`src/rtl/sfd_pkg.sv`:
```
// shared types, phase codes and byte packing helper for the server frame deframer
// no dependencies
package sfd_pkg;

    localparam logic [3:0] PH_HUNT   = 4'd0;
    localparam logic [3:0] PH_CMD    = 4'd1;
    localparam logic [3:0] PH_SID    = 4'd2;
    localparam logic [3:0] PH_CID    = 4'd3;
    localparam logic [3:0] PH_ALEN   = 4'd4;
    localparam logic [3:0] PH_ADDR   = 4'd5;
    localparam logic [3:0] PH_MLEN   = 4'd6;
    localparam logic [3:0] PH_MSG    = 4'd7;
    localparam logic [3:0] PH_SUFFIX = 4'd8;

    localparam logic [1:0] KIND_ADDR     = 2'd0;
    localparam logic [1:0] KIND_MSG      = 2'd1;
    localparam logic [1:0] KIND_END_GOOD = 2'd2;
    localparam logic [1:0] KIND_END_BAD  = 2'd3;

    localparam logic [1:0] CFG_PREFIX     = 2'd0;
    localparam logic [1:0] CFG_SUFFIX     = 2'd1;
    localparam logic [1:0] CFG_BIG_ENDIAN = 2'd2;

    localparam logic [31:0] SID_BYTES  = 32'd4;
    localparam logic [31:0] CID_BYTES  = 32'd8;
    localparam logic [31:0] ALEN_BYTES = 32'd2;
    localparam logic [31:0] MLEN_BYTES = 32'd4;
    localparam logic [15:0] SKIP_MAX   = 16'hFFFF;

    typedef struct packed {
        logic       valid;
        logic [1:0] index;
        logic [7:0] data;
    } t_cfg_wr;

    typedef struct packed {
        logic [1:0]  item_kind;
        logic [7:0]  data_byte;
        logic [7:0]  command;
        logic [31:0] server_id;
        logic [63:0] connection_id;
        logic [15:0] address_length;
        logic [31:0] message_length;
        logic [15:0] skipped_count;
    } t_result;

    function automatic logic [63:0] put_byte(
        input logic [63:0] acc,
        input logic [7:0]  b,
        input logic [2:0]  idx,
        input logic        be
    );
        logic [63:0] ret;
        if (be) begin
            ret = {acc[55:0], b};
        end else begin
            ret = acc | ({56'd0, b} << {idx, 3'b000});
        end
        return ret;
    endfunction

endpackage

```
`src/rtl/sfd_in_if.sv`:
```
// input byte channel of the server frame deframer
// no dependencies
interface sfd_in_if;
    logic       valid;
    logic       ready;
    logic [7:0] in_byte;

    modport source (output valid, output in_byte, input ready);
    modport sink (input valid, input in_byte, output ready);
endinterface

```
`src/rtl/sfd_out_if.sv`:
```
// result channel of the server frame deframer
// no dependencies
interface sfd_out_if;
    logic        valid;
    logic        ready;
    logic [1:0]  item_kind;
    logic [7:0]  data_byte;
    logic [7:0]  command;
    logic [31:0] server_id;
    logic [63:0] connection_id;
    logic [15:0] address_length;
    logic [31:0] message_length;
    logic [15:0] skipped_count;

    modport source (
        output valid, output item_kind, output data_byte, output command,
        output server_id, output connection_id, output address_length,
        output message_length, output skipped_count, input ready
    );
    modport sink (
        input valid, input item_kind, input data_byte, input command,
        input server_id, input connection_id, input address_length,
        input message_length, input skipped_count, output ready
    );
endinterface

```
`src/rtl/sfd_cfg_if.sv`:
```
// configuration write channel of the server frame deframer
// no dependencies
interface sfd_cfg_if;
    logic       valid;
    logic       ready;
    logic [1:0] index;
    logic [7:0] data;

    modport source (output valid, output index, output data, input ready);
    modport sink (input valid, input index, input data, output ready);
endinterface

```
`src/rtl/sfd_parser.sv`:
```
// frame phase tracking, header collection and config registers
// depends on sfd_pkg
module sfd_parser
    import sfd_pkg::*;
(
    input  logic    i_clk,
    input  logic    i_rst_n,
    input  t_cfg_wr i_cfg,
    input  logic    i_accept,
    input  logic [7:0] i_byte,
    output logic    o_res_valid,
    output t_result o_res
);

    logic [7:0]  r_prefix, n_prefix;
    logic [7:0]  r_suffix, n_suffix;
    logic        r_be, n_be;
    logic [3:0]  r_phase, n_phase;
    logic [31:0] r_cnt, n_cnt;
    logic [7:0]  r_cmd, n_cmd;
    logic [31:0] r_sid, n_sid;
    logic [63:0] r_cid, n_cid;
    logic [15:0] r_alen, n_alen;
    logic [31:0] r_mlen, n_mlen;
    logic [15:0] r_skip, n_skip;

    always_comb begin
        logic [31:0] cnt_inc;
        logic [63:0] packed_val;
        n_prefix    = r_prefix;
        n_suffix    = r_suffix;
        n_be        = r_be;
        n_phase     = r_phase;
        n_cnt       = r_cnt;
        n_cmd       = r_cmd;
        n_sid       = r_sid;
        n_cid       = r_cid;
        n_alen      = r_alen;
        n_mlen      = r_mlen;
        n_skip      = r_skip;
        cnt_inc     = r_cnt + 32'd1;
        packed_val  = 64'd0;
        o_res_valid = 1'b0;

        o_res.item_kind      = KIND_ADDR;
        o_res.data_byte      = i_byte;
        o_res.command        = r_cmd;
        o_res.server_id      = r_sid;
        o_res.connection_id  = r_cid;
        o_res.address_length = r_alen;
        o_res.message_length = r_mlen;
        o_res.skipped_count  = r_skip;

        if (i_cfg.valid) begin
            case (i_cfg.index)
                CFG_PREFIX:     n_prefix = i_cfg.data;
                CFG_SUFFIX:     n_suffix = i_cfg.data;
                CFG_BIG_ENDIAN: n_be     = i_cfg.data[0];
                default:        ;
            endcase
        end

        if (i_accept) begin
            case (r_phase)
                PH_CMD: begin
                    n_cmd   = i_byte;
                    n_cnt   = 32'd0;
                    n_phase = PH_SID;
                end
                PH_SID: begin
                    packed_val = put_byte({32'd0, r_sid}, i_byte, r_cnt[2:0], r_be);
                    n_sid = packed_val[31:0];
                    n_cnt = cnt_inc;
                    if (cnt_inc >= SID_BYTES) begin
                        n_cnt   = 32'd0;
                        n_phase = PH_CID;
                    end
                end
                PH_CID: begin
                    n_cid = put_byte(r_cid, i_byte, r_cnt[2:0], r_be);
                    n_cnt = cnt_inc;
                    if (cnt_inc >= CID_BYTES) begin
                        n_cnt   = 32'd0;
                        n_phase = PH_ALEN;
                    end
                end
                PH_ALEN: begin
                    packed_val = put_byte({48'd0, r_alen}, i_byte, r_cnt[2:0], r_be);
                    n_alen = packed_val[15:0];
                    n_cnt  = cnt_inc;
                    if (cnt_inc >= ALEN_BYTES) begin
                        n_cnt   = 32'd0;
                        n_phase = (packed_val[15:0] == 16'd0) ? PH_MLEN : PH_ADDR;
                    end
                end
                PH_ADDR: begin
                    o_res_valid     = 1'b1;
                    o_res.item_kind = KIND_ADDR;
                    n_cnt = cnt_inc;
                    if (cnt_inc >= {16'd0, r_alen}) begin
                        n_cnt   = 32'd0;
                        n_phase = PH_MLEN;
                    end
                end
                PH_MLEN: begin
                    packed_val = put_byte({32'd0, r_mlen}, i_byte, r_cnt[2:0], r_be);
                    n_mlen = packed_val[31:0];
                    n_cnt  = cnt_inc;
                    if (cnt_inc >= MLEN_BYTES) begin
                        n_cnt   = 32'd0;
                        n_phase = (packed_val[31:0] == 32'd0) ? PH_SUFFIX : PH_MSG;
                    end
                end
                PH_MSG: begin
                    o_res_valid     = 1'b1;
                    o_res.item_kind = KIND_MSG;
                    n_cnt = cnt_inc;
                    if (cnt_inc >= r_mlen) begin
                        n_cnt   = 32'd0;
                        n_phase = PH_SUFFIX;
                    end
                end
                PH_SUFFIX: begin
                    o_res_valid     = 1'b1;
                    o_res.item_kind = (i_byte == r_suffix) ? KIND_END_GOOD : KIND_END_BAD;
                    n_phase = PH_HUNT;
                    n_cnt   = 32'd0;
                    n_skip  = 16'd0;
                end
                default: begin
                    if (i_byte == r_prefix) begin
                        n_phase = PH_CMD;
                        n_cnt   = 32'd0;
                        n_cmd   = 8'd0;
                        n_sid   = 32'd0;
                        n_cid   = 64'd0;
                        n_alen  = 16'd0;
                        n_mlen  = 32'd0;
                    end else begin
                        n_phase = PH_HUNT;
                        if (r_skip != SKIP_MAX) begin
                            n_skip = r_skip + 16'd1;
                        end
                    end
                end
            endcase
        end
    end

    always_ff @(posedge i_clk) begin
        if (!i_rst_n) begin
            r_prefix <= 8'd0;
            r_suffix <= 8'd0;
            r_be     <= 1'b1;
            r_phase  <= PH_HUNT;
            r_cnt    <= 32'd0;
            r_cmd    <= 8'd0;
            r_sid    <= 32'd0;
            r_cid    <= 64'd0;
            r_alen   <= 16'd0;
            r_mlen   <= 32'd0;
            r_skip   <= 16'd0;
        end else begin
            r_prefix <= n_prefix;
            r_suffix <= n_suffix;
            r_be     <= n_be;
            r_phase  <= n_phase;
            r_cnt    <= n_cnt;
            r_cmd    <= n_cmd;
            r_sid    <= n_sid;
            r_cid    <= n_cid;
            r_alen   <= n_alen;
            r_mlen   <= n_mlen;
            r_skip   <= n_skip;
        end
    end

endmodule

```
`src/rtl/sfd_out_stage.sv`:
```
// result register between the parser and the result channel
// depends on sfd_pkg
module sfd_out_stage
    import sfd_pkg::*;
(
    input  logic    i_clk,
    input  logic    i_rst_n,
    input  logic    i_valid,
    input  t_result i_res,
    output logic    o_can_take,
    output logic    o_valid,
    input  logic    i_ready,
    output t_result o_res
);

    logic    r_valid, n_valid;
    t_result r_res, n_res;

    assign o_can_take = !r_valid || i_ready;

    always_comb begin
        n_valid = r_valid;
        n_res   = r_res;
        if (o_can_take) begin
            n_valid = i_valid;
            if (i_valid) begin
                n_res = i_res;
            end
        end
    end

    always_ff @(posedge i_clk) begin
        if (!i_rst_n) begin
            r_valid <= 1'b0;
        end else begin
            r_valid <= n_valid;
        end
    end

    always_ff @(posedge i_clk) begin
        r_res <= n_res;
    end

    assign o_valid = r_valid;
    assign o_res   = r_res;

endmodule

```
`src/rtl/server_frame_deframer_top.sv`:
```
// top level of the server frame deframer
// depends on sfd_pkg, sfd_in_if, sfd_out_if, sfd_cfg_if, sfd_parser, sfd_out_stage
//
// usage
//   i_in carries one stream byte per request; o_out carries one result per
//   address byte, per message byte and per frame end, each with the header
//   fields of the current frame and the hunt skip count
//   i_cfg writes prefix byte (0), suffix byte (1) and byte order (2); it is
//   always ready; the user must write it only while the block is idle, as the block itself does not enforce this
// timing
//   a byte is taken in every cycle while the result register is empty or
//   being drained; its result is registered and shows on o_out in the cycle after acceptance
//   header bytes and hunted bytes produce no result
// reset
//   synchronous active low; phase returns to hunting, all header fields,
//   counters and the skip count clear, prefix and suffix become 0 and
//   byte order becomes most significant first
// stall
//   when o_out.ready is low with a result held, i_in.ready drops and the
//   held result stays unchanged until it is taken
module server_frame_deframer_top
    import sfd_pkg::*;
(
    input  logic i_clk,
    input  logic i_rst_n,
    sfd_in_if.sink    i_in,
    sfd_cfg_if.sink   i_cfg,
    sfd_out_if.source o_out
);

    t_cfg_wr cfg_wr;
    logic    can_take;
    logic    accept;
    logic    res_valid;
    t_result res;
    t_result out_res;

    assign i_cfg.ready = 1'b1;
    assign cfg_wr.valid = i_cfg.valid;
    assign cfg_wr.index = i_cfg.index;
    assign cfg_wr.data  = i_cfg.data;

    assign i_in.ready = can_take;
    assign accept     = i_in.valid && can_take;

    sfd_parser u_parser (
        .i_clk       (i_clk),
        .i_rst_n     (i_rst_n),
        .i_cfg       (cfg_wr),
        .i_accept    (accept),
        .i_byte      (i_in.in_byte),
        .o_res_valid (res_valid),
        .o_res       (res)
    );

    sfd_out_stage u_out_stage (
        .i_clk      (i_clk),
        .i_rst_n    (i_rst_n),
        .i_valid    (res_valid),
        .i_res      (res),
        .o_can_take (can_take),
        .o_valid    (o_out.valid),
        .i_ready    (o_out.ready),
        .o_res      (out_res)
    );

    assign o_out.item_kind      = out_res.item_kind;
    assign o_out.data_byte      = out_res.data_byte;
    assign o_out.command        = out_res.command;
    assign o_out.server_id      = out_res.server_id;
    assign o_out.connection_id  = out_res.connection_id;
    assign o_out.address_length = out_res.address_length;
    assign o_out.message_length = out_res.message_length;
    assign o_out.skipped_count  = out_res.skipped_count;

endmodule
```
`src/flat_wrapper.sv`:
```
// flat-port wrapper written by rule: the top's interface ports become plain ports
module server_frame_deframer_top_flat import sfd_pkg::*;
  (i_clk, i_rst_n, i_in_valid, i_in_in_byte, i_in_ready, i_cfg_valid, i_cfg_index, i_cfg_data, i_cfg_ready, o_out_valid, o_out_item_kind, o_out_data_byte, o_out_command, o_out_server_id, o_out_connection_id, o_out_address_length, o_out_message_length, o_out_skipped_count, o_out_ready);
  sfd_in_if i_in_i ();
  sfd_cfg_if i_cfg_i ();
  sfd_out_if o_out_i ();
  input  logic i_clk;
  input  logic i_rst_n;
  input wire logic [$bits(i_in_i.valid)-1:0] i_in_valid;
  input wire logic [$bits(i_in_i.in_byte)-1:0] i_in_in_byte;
  output wire logic [$bits(i_in_i.ready)-1:0] i_in_ready;
  input wire logic [$bits(i_cfg_i.valid)-1:0] i_cfg_valid;
  input wire logic [$bits(i_cfg_i.index)-1:0] i_cfg_index;
  input wire logic [$bits(i_cfg_i.data)-1:0] i_cfg_data;
  output wire logic [$bits(i_cfg_i.ready)-1:0] i_cfg_ready;
  output wire logic [$bits(o_out_i.valid)-1:0] o_out_valid;
  output wire logic [$bits(o_out_i.item_kind)-1:0] o_out_item_kind;
  output wire logic [$bits(o_out_i.data_byte)-1:0] o_out_data_byte;
  output wire logic [$bits(o_out_i.command)-1:0] o_out_command;
  output wire logic [$bits(o_out_i.server_id)-1:0] o_out_server_id;
  output wire logic [$bits(o_out_i.connection_id)-1:0] o_out_connection_id;
  output wire logic [$bits(o_out_i.address_length)-1:0] o_out_address_length;
  output wire logic [$bits(o_out_i.message_length)-1:0] o_out_message_length;
  output wire logic [$bits(o_out_i.skipped_count)-1:0] o_out_skipped_count;
  input wire logic [$bits(o_out_i.ready)-1:0] o_out_ready;
  assign i_in_i.valid = i_in_valid;
  assign i_in_i.in_byte = i_in_in_byte;
  assign i_in_ready = i_in_i.ready;
  assign i_cfg_i.valid = i_cfg_valid;
  assign i_cfg_i.index = i_cfg_index;
  assign i_cfg_i.data = i_cfg_data;
  assign i_cfg_ready = i_cfg_i.ready;
  assign o_out_valid = o_out_i.valid;
  assign o_out_item_kind = o_out_i.item_kind;
  assign o_out_data_byte = o_out_i.data_byte;
  assign o_out_command = o_out_i.command;
  assign o_out_server_id = o_out_i.server_id;
  assign o_out_connection_id = o_out_i.connection_id;
  assign o_out_address_length = o_out_i.address_length;
  assign o_out_message_length = o_out_i.message_length;
  assign o_out_skipped_count = o_out_i.skipped_count;
  assign o_out_i.ready = o_out_ready;
  server_frame_deframer_top u_core (.i_clk(i_clk), .i_rst_n(i_rst_n), .i_in(i_in_i), .i_cfg(i_cfg_i), .o_out(o_out_i));
endmodule
```
`config.mk`:
```
export PLATFORM = sky130hd
export DESIGN_NAME = server_frame_deframer_top_flat
export DESIGN_NICKNAME = d
export VERILOG_FILES = /design/src/rtl/sfd_pkg.sv /design/src/rtl/sfd_in_if.sv /design/src/rtl/sfd_out_if.sv /design/src/rtl/sfd_cfg_if.sv /design/src/rtl/sfd_parser.sv /design/src/rtl/sfd_out_stage.sv /design/src/rtl/server_frame_deframer_top.sv /design/src/flat_wrapper.sv
export SDC_FILE = /design/constraint.sdc
export NUM_CORES = 1
export LEC_CHECK = 0
export BUFFER_PORTS_ARGS = -buffer_cell sky130_fd_sc_hd__buf_2
export CORE_MARGIN = 2
export CORE_UTILIZATION = 40
export CTS_CLUSTER_DIAMETER = 200
export DETAILED_ROUTE_END_ITERATION = 8
export GPL_ROUTABILITY_DRIVEN = 0
export SKIP_CTS_REPAIR_TIMING = 1
export SLEW_MARGIN = 20
export SYNTH_ARGS = -nofsm -noshare
export SYNTH_HDL_FRONTEND = slang
export SYNTH_SLANG_ARGS = --single-unit
```
`constraint.sdc`:
```
create_clock -name i_clk -period 11.15 [get_ports i_clk]
set_clock_uncertainty 0.2 [all_clocks]
set_input_delay 0.5575 -clock i_clk [delete_from_list [all_inputs] [get_ports i_clk]]
set_output_delay 0.5575 -clock i_clk [all_outputs]
set_load 0.03 [all_outputs]
```
Word-level counts from Yosys, hierarchy flattened
Cells that the tools add are included.
Word-level totals
  register bits: 400
  latch bits: 0
  memory bits (writable): 0
  bits in read-only memories: 0
  bits of input ports: 23
  output and inout bits: 181
  memories kept: 0
Operators by class
  add/subtract/negate cells: 2
  multiply operators: 0
  div/mod/pow operators: 0
  $lt $le $gt $ge: 5
  equal/unequal tests: 20
  shift operators: 1
  muxes and demuxes: 40
  bitwise logic cells: 10
  reductions and logical operators: 34
Operators by type and width (number)
  $mux 32: 10
  $pmux 32 s6: 1
  $mux 64: 2
  $pmux 32 s2: 2
  $pmux 64 s2: 1
  $mux 16: 6
  $or 32x32->32: 2
  $or 64x64->64: 1
  $pmux 16 s2: 2
  $shl 8x6->64: 1
  $reduce_or 7->1: 6
  $add 32x1->32 const B: 1
  $ge 32x16->1: 1
  $ge 32x2->1 const B: 1
  $ge 32x3->1 const B: 1
  $ge 32x32->1: 1
  $ge 32x4->1 const B: 1
  $logic_not 32->1: 1
  $pmux 4 s8: 1
  $mux 4: 7
  $add 16x1->16 const B: 1
  $eq 4x3->1 const B: 4
  $eq 8x8->1: 2
  $logic_not 16->1: 1
  27 further kinds: 55

Longest topological paths before layout
  depth after elaboration: 9
  mapped depth: 16
  gate-level depth less buffers: 14

Cells and area by module
A second synthesis with hierarchy kept.
Second synthesis, totals
  cells, all modules: 1947
  area total of the unflattened synthesis: 18841.8 µm²
By module, submodules not included
  sfd_parser: instances 1, cells an instance 1761, area an instance 13421.6 µm²
  sfd_out_stage: instances 1, cells an instance 183, area an instance 5402.7 µm²
  server_frame_deframer_top: instances 1, cells an instance 3, area an instance 17.5 µm²

Worst setup path after synthesis
Ideal clock, no wire load.
  path type: input to register
  start point: input o_out_ready
  end point: register u_core.u_out_stage.r_res (netlist bit u_core.u_out_stage.o_res[0]), enable pin
  data arrival time: 9752 ps
  data required time: 10174 ps
  path slack: 422 ps
  cell stages on the path: 5
  path through: nor2b_1 > inv_1 > nand2_1 > clkbuf_1 > a21oi_1
Between the ends
  cells in the longest elaborated chain, start to end: 4
RTL lines
  from (decl): line flat_wrapper.sv:25  | input wire logic [$bits(o_out_i.ready)-1:0] o_out_ready;
  $logic_or 1x1->1 *: line sfd_out_stage.sv:19  | assign o_can_take = !r_valid || i_ready;
  via i_in_ready: line flat_wrapper.sv:11  | output wire logic [$bits(i_in_i.ready)-1:0] i_in_ready;
  $logic_and 1x1->1: line server_frame_deframer_top.sv:44  | assign accept = i_in.valid && can_take;
  $mux 1: line sfd_parser.sv:63  | if (i_accept) begin
  $reduce_and 2->1 (no source line) *
  to (signal assigned): line sfd_out_stage.sv:41  | r_res <= n_res;
  to (decl): line sfd_out_stage.sv:17  | t_result r_res, n_res;
Mark *: on every way through the listed nets, which the timed path passes. The rest lies on a longest branch.
A chain may end at the register's enable or synchronous reset.

Final worst setup path
  start point: register u_core.u_parser.r_cnt[1]
  end point: register u_core.u_parser.r_cnt[23]
Between the ends
  cells in the longest elaborated chain, start to end: 4
  elaborated cells on any way between the ends: 12
RTL lines
  from (decl): line sfd_parser.sv:19  | logic [31:0] r_cnt, n_cnt;
  from (signal assigned): line sfd_parser.sv:168  | r_cnt <= n_cnt;
  $add 32x1->32 *: line sfd_parser.sv:41  | cnt_inc = r_cnt + 32'd1;
  $ge 32x32->1, or another cell as far along: line sfd_parser.sv:118  | if (cnt_inc >= r_mlen) begin
  $mux 32, on equally long branches
  $pmux 32 s6 *: line sfd_parser.sv:64  | case (r_phase)
Mark *: on every way between the ends. The rest lies on a longest branch, timed or not.

==> metrics.md <==
| Metric | Value |
|---|---|
| Net Sw Power | 669 uW |
| Worst hold start | i_cfg_data[4] |
| First-pass GRT wire length | 83000 um |
| Crit path cell chain | ha_1 > and3_1 > nand3_1 > nor3_1 > xor2_1 > ha_1 > a21o_1 > a2111oi_0 > o2111ai_1 > o21a_1 > a2111oi_4 > buf_4 > o221ai_1 > a21oi_1 |
| Post-Synth Simple-Gate Area | 13.6% |
| Worst-Skew Late Latency | 580 ps |
| Remaining global-route overflow | 0 |
| Layout cell share with drive strength beyond 1 | 20.7% |
| Power share of the clock group | 48.2% |
| FFs w/ async S/R, synth | 0% |
| CP arrival | 5200 ps |
| DP Wirelength | 36800 um |
| Routed wire length | 54600 um |
| H-tree depth | 2 |
| CP Launch Type | flip-flop |
| Outcome | completed |
| Internal power | 2430 uW |
| Area Overhead vs Synth | 15.5% |
| CP top delay family | compound AO/OA/AOI/OAI gates |
| Max VDD drop | 125 uV |
| Rel. slew slack | 29.4% |
| Final hold violations | 0 |
| Share of power burned in registers | 49.3% |
| Crit path buffers/inverters | 1 |
| Die Y | 219 um |
| Synth area leader | edfxtp_1 |
| Final nets | 2077 |
| Synth Area per Inst | 9.81 sq um |
| Final WS setup | 6230 ps |
| Core box area | 0.0456 sq mm |
| Site Rows | 78 |
| Vias in the first global route | 14.2k |
| Req. time, crit path | 11430 ps |
| P per Cell Area | 145 mW/mm^2 |
| Final Max Tran Viols | 0 |
| Critical-path maximum fanout | 18 |
| CP max stage cell | dfxtp_1 |
| Top-area cell type share of the netlist area | 28.9% |
| Worst min path class | input port to flip-flop |
| GRT Total Usage | 22.4% |
| Final ANT Viol Nets | 0 |
| Clock root buffer | clkbuf_16 |
| Ys flop type | dfxtp_1 |
| Dpl ws | 5980 ps |
| Vias | 15.2k |
| Syn nets | 1961 |
| Antenna diode count | 0 |
| Netlist Area Pre-Place | 0.0185 sq mm |
| Period utilisation layout | 44.1% |
| Setup TNS | 0 ps |
| Ports | 204 |
| Sw Ratio | 21.6% |
| Reg-to-Reg Start | u_core.u_parser.r_cnt[1] |
| Buffers on Ports | 202 |
| Full die area | 0.0480 sq mm |
| Register area share after synthesis | 52.9% |
| RSZ-0062 raised after global routing | no |
| Tmin final | 4920 ps |
| Slowest stage delay, CP | 690 ps |
| Max cap viols | 0 |
| Synth Area in Compound Gates | 19.7% |
| Synth top area cells | edfxtp_1 29%, dfxtp_1 24%, a21oi_1 6.5%, o221a_2 5.8%, nor2_1 4.9% |
| Main combinational cell family by area after synthesis | compound AO/OA/AOI/OAI gates |
| Flops & latches, synth | 400 |
| Synth Instances | 1888 |
| Multiplexer share of the synthesized area | 1.41% |
| Leakage | 0.00787 uW |
| Worst-path clk slew | 60 ps |
| Post-Synth XOR/XNOR Area | 2.89% |
| Via/cell ratio | 5.76 |
| Comb pwr share | 2.5% |
| CTS tree | yes |
| DR pass1 iterations | 5 |
| Post-synth EDFFs | 178 |
| Critical path endpoint category | flip-flop |
| Setup violators final | 0 |
| Initial antenna violation count | 0 |
| Fmax | 203 MHz |
| YS warnings | 0 |
| Internal reg-to-reg setup slack | 6230 ps |
| Width of the die | 219 um |
| Starting DRC count in detailed routing | 1355 |
| Wirelength per Cell | 20.7 um |
| Initial core utilization | 40.6% |
| Pin count of the biggest net entering global routing | 158 |
| DRC Markers | 0 |
| Worst Max-Slew Pin Slew | 1060 ps |
| CTS Sinks | 400 |
| Crit path kind | flip-flop to flip-flop |
| Most used cell, CP | ha_1 |
| CTS Buf Count | 42 |
| Crit path from | u_core.u_parser.r_cnt[1] |
| Post-synthesis cell type count | 71 |
| Clk buf depth | 3 |
| Adder-cell area share of the yosys netlist | 3.43% |
==> Yosys cell counts (all sizes together) (18+ instances only) <==
master / instances
inv: 140
edfxtp: 178
o21ai: 58
nand4: 25
nand2: 80
a22oi: 19
xor2: 27
o221a: 96
a21oi: 241
nor3: 26
mux2i: 25
nand3: 26
nor2: 243
xnor2: 34
clkbuf: 132
ha: 50
buf: 21
dfxtp: 222
or3: 22
o211ai: 18
==> layer usage <==
| layer | wire (um) | global-route usage (%) | part of all wire (%) |
|---|---|---|---|
| met1 | 23500 | 29.9 | 43 |
| met2 | 25800 | 36.7 | 47 |
| met3 | 3230 | 2.84 | 5.9 |
| met4 | 2010 | 9.19 | 3.7 |
| met5 | 0 | 0 | 0 |
==> state kept, by name, indices dropped and copies added, names as in the netlist, 4 cells and up <==
signal	cells
u_core.u_out_stage.o_res	178
u_core.u_parser.r_cid	64
u_core.u_parser.r_cnt	32
u_core.u_parser.r_mlen	32
u_core.u_parser.r_sid	32
u_core.u_parser.r_alen	16
u_core.u_parser.r_skip	16
u_core.u_parser.r_cmd	8
u_core.u_parser.r_prefix	8
u_core.u_parser.r_suffix	8
u_core.u_parser.r_phase	4
==> final timing paths <==
check | end | depth (start not counted)
hold / removal | u_core.u_parser.r_suffix[4] | 3
hold reg to reg | u_core.u_out_stage.o_res[127] | 0
setup / recovery | u_core.u_parser.r_cnt[23] | 14
setup reg to reg | u_core.u_parser.r_cnt[23] | 14
==> worst reg2reg max path: cells and delay by family (launching register included) <==
| kind | cells | cell delay (ps) |
|---|---|---|
| buffers and inverters | 1 | 310 |
| flip-flops | 1 | 690 |
| XOR/XNOR | 1 | 390 |
| adder cells (fa/ha/maj) | 2 | 670 |
| AO/OA/AOI/OAI | 7 | 1960 |
| AND/OR/NAND/NOR | 3 | 620 |
==> metrics by stage <==
stage                     total power (uW)  area (sq um)  cells  utilization (%)  hold WS [ps]
after floorplan                       1610         18500   1888                -           209
after global placement                1640         19900   2559             43.7           217
after detailed placement              1640         19900   2559             43.7           219
after CTS                             3130         21400   2636             46.9          9.08
after global routing                  3190         21400   2637             46.9          35.7
final                                 3100         21400   2637             46.9          40.1
==> power by group through the flow <==
stage / Combinational [uW] / Sequential, uW / Clock (uW)
floorplan: 52.0 / 1560 / 0
global placement: 75.8 / 1560 / 0
detailed placement: 76.6 / 1560 / 0
CTS: 77.0 / 1530 / 1520
global route: 83.5 / 1530 / 1580
finish: 78.2 / 1530 / 1490
==> kinds of logic (layout without fill, tap and decap cells) <==
kind of cell / Yosys count / count (layout)
AOI/OAI and AO/OA: 528 / 528
xor gates and xnor gates: 61 / 61
adders and majority gates: 51 / 51
buffers and inverters: 294 / 443
DFF: 400 / 400
muxes: 26 / 26
other: 1 / 1
and+or+nand+nor: 527 / 527
==> layout make-up <==
class / instances / area [sq um]
clock inverter: 26 / 340
sequential: 400 / 9790
inverter: 141 / 529
fill: 4249 / 24200
timing repair buffer: 225 / 1200
clock buffer: 51 / 1130
multi-input combinational: 1194 / 7650
tap: 600 / 751
==> layout by cell type (no fill, tap or decap), drive strengths merged, types with 16 or more instances in the layout <==
cell type / n
dfxtp: 222
nand3: 26
nor2: 243
clkbuf: 51
nor3: 26
a22oi: 19
nor4: 16
a21oi: 241
ha: 50
a32oi: 16
edfxtp: 178
nand2: 80
o221a: 96
o21ai: 58
inv: 145
xnor2: 34
buf: 225
nand4: 25
o211ai: 18
or3: 22
xor2: 27
mux2i: 25
Note: power is estimated with default switching activity, not from simulation.
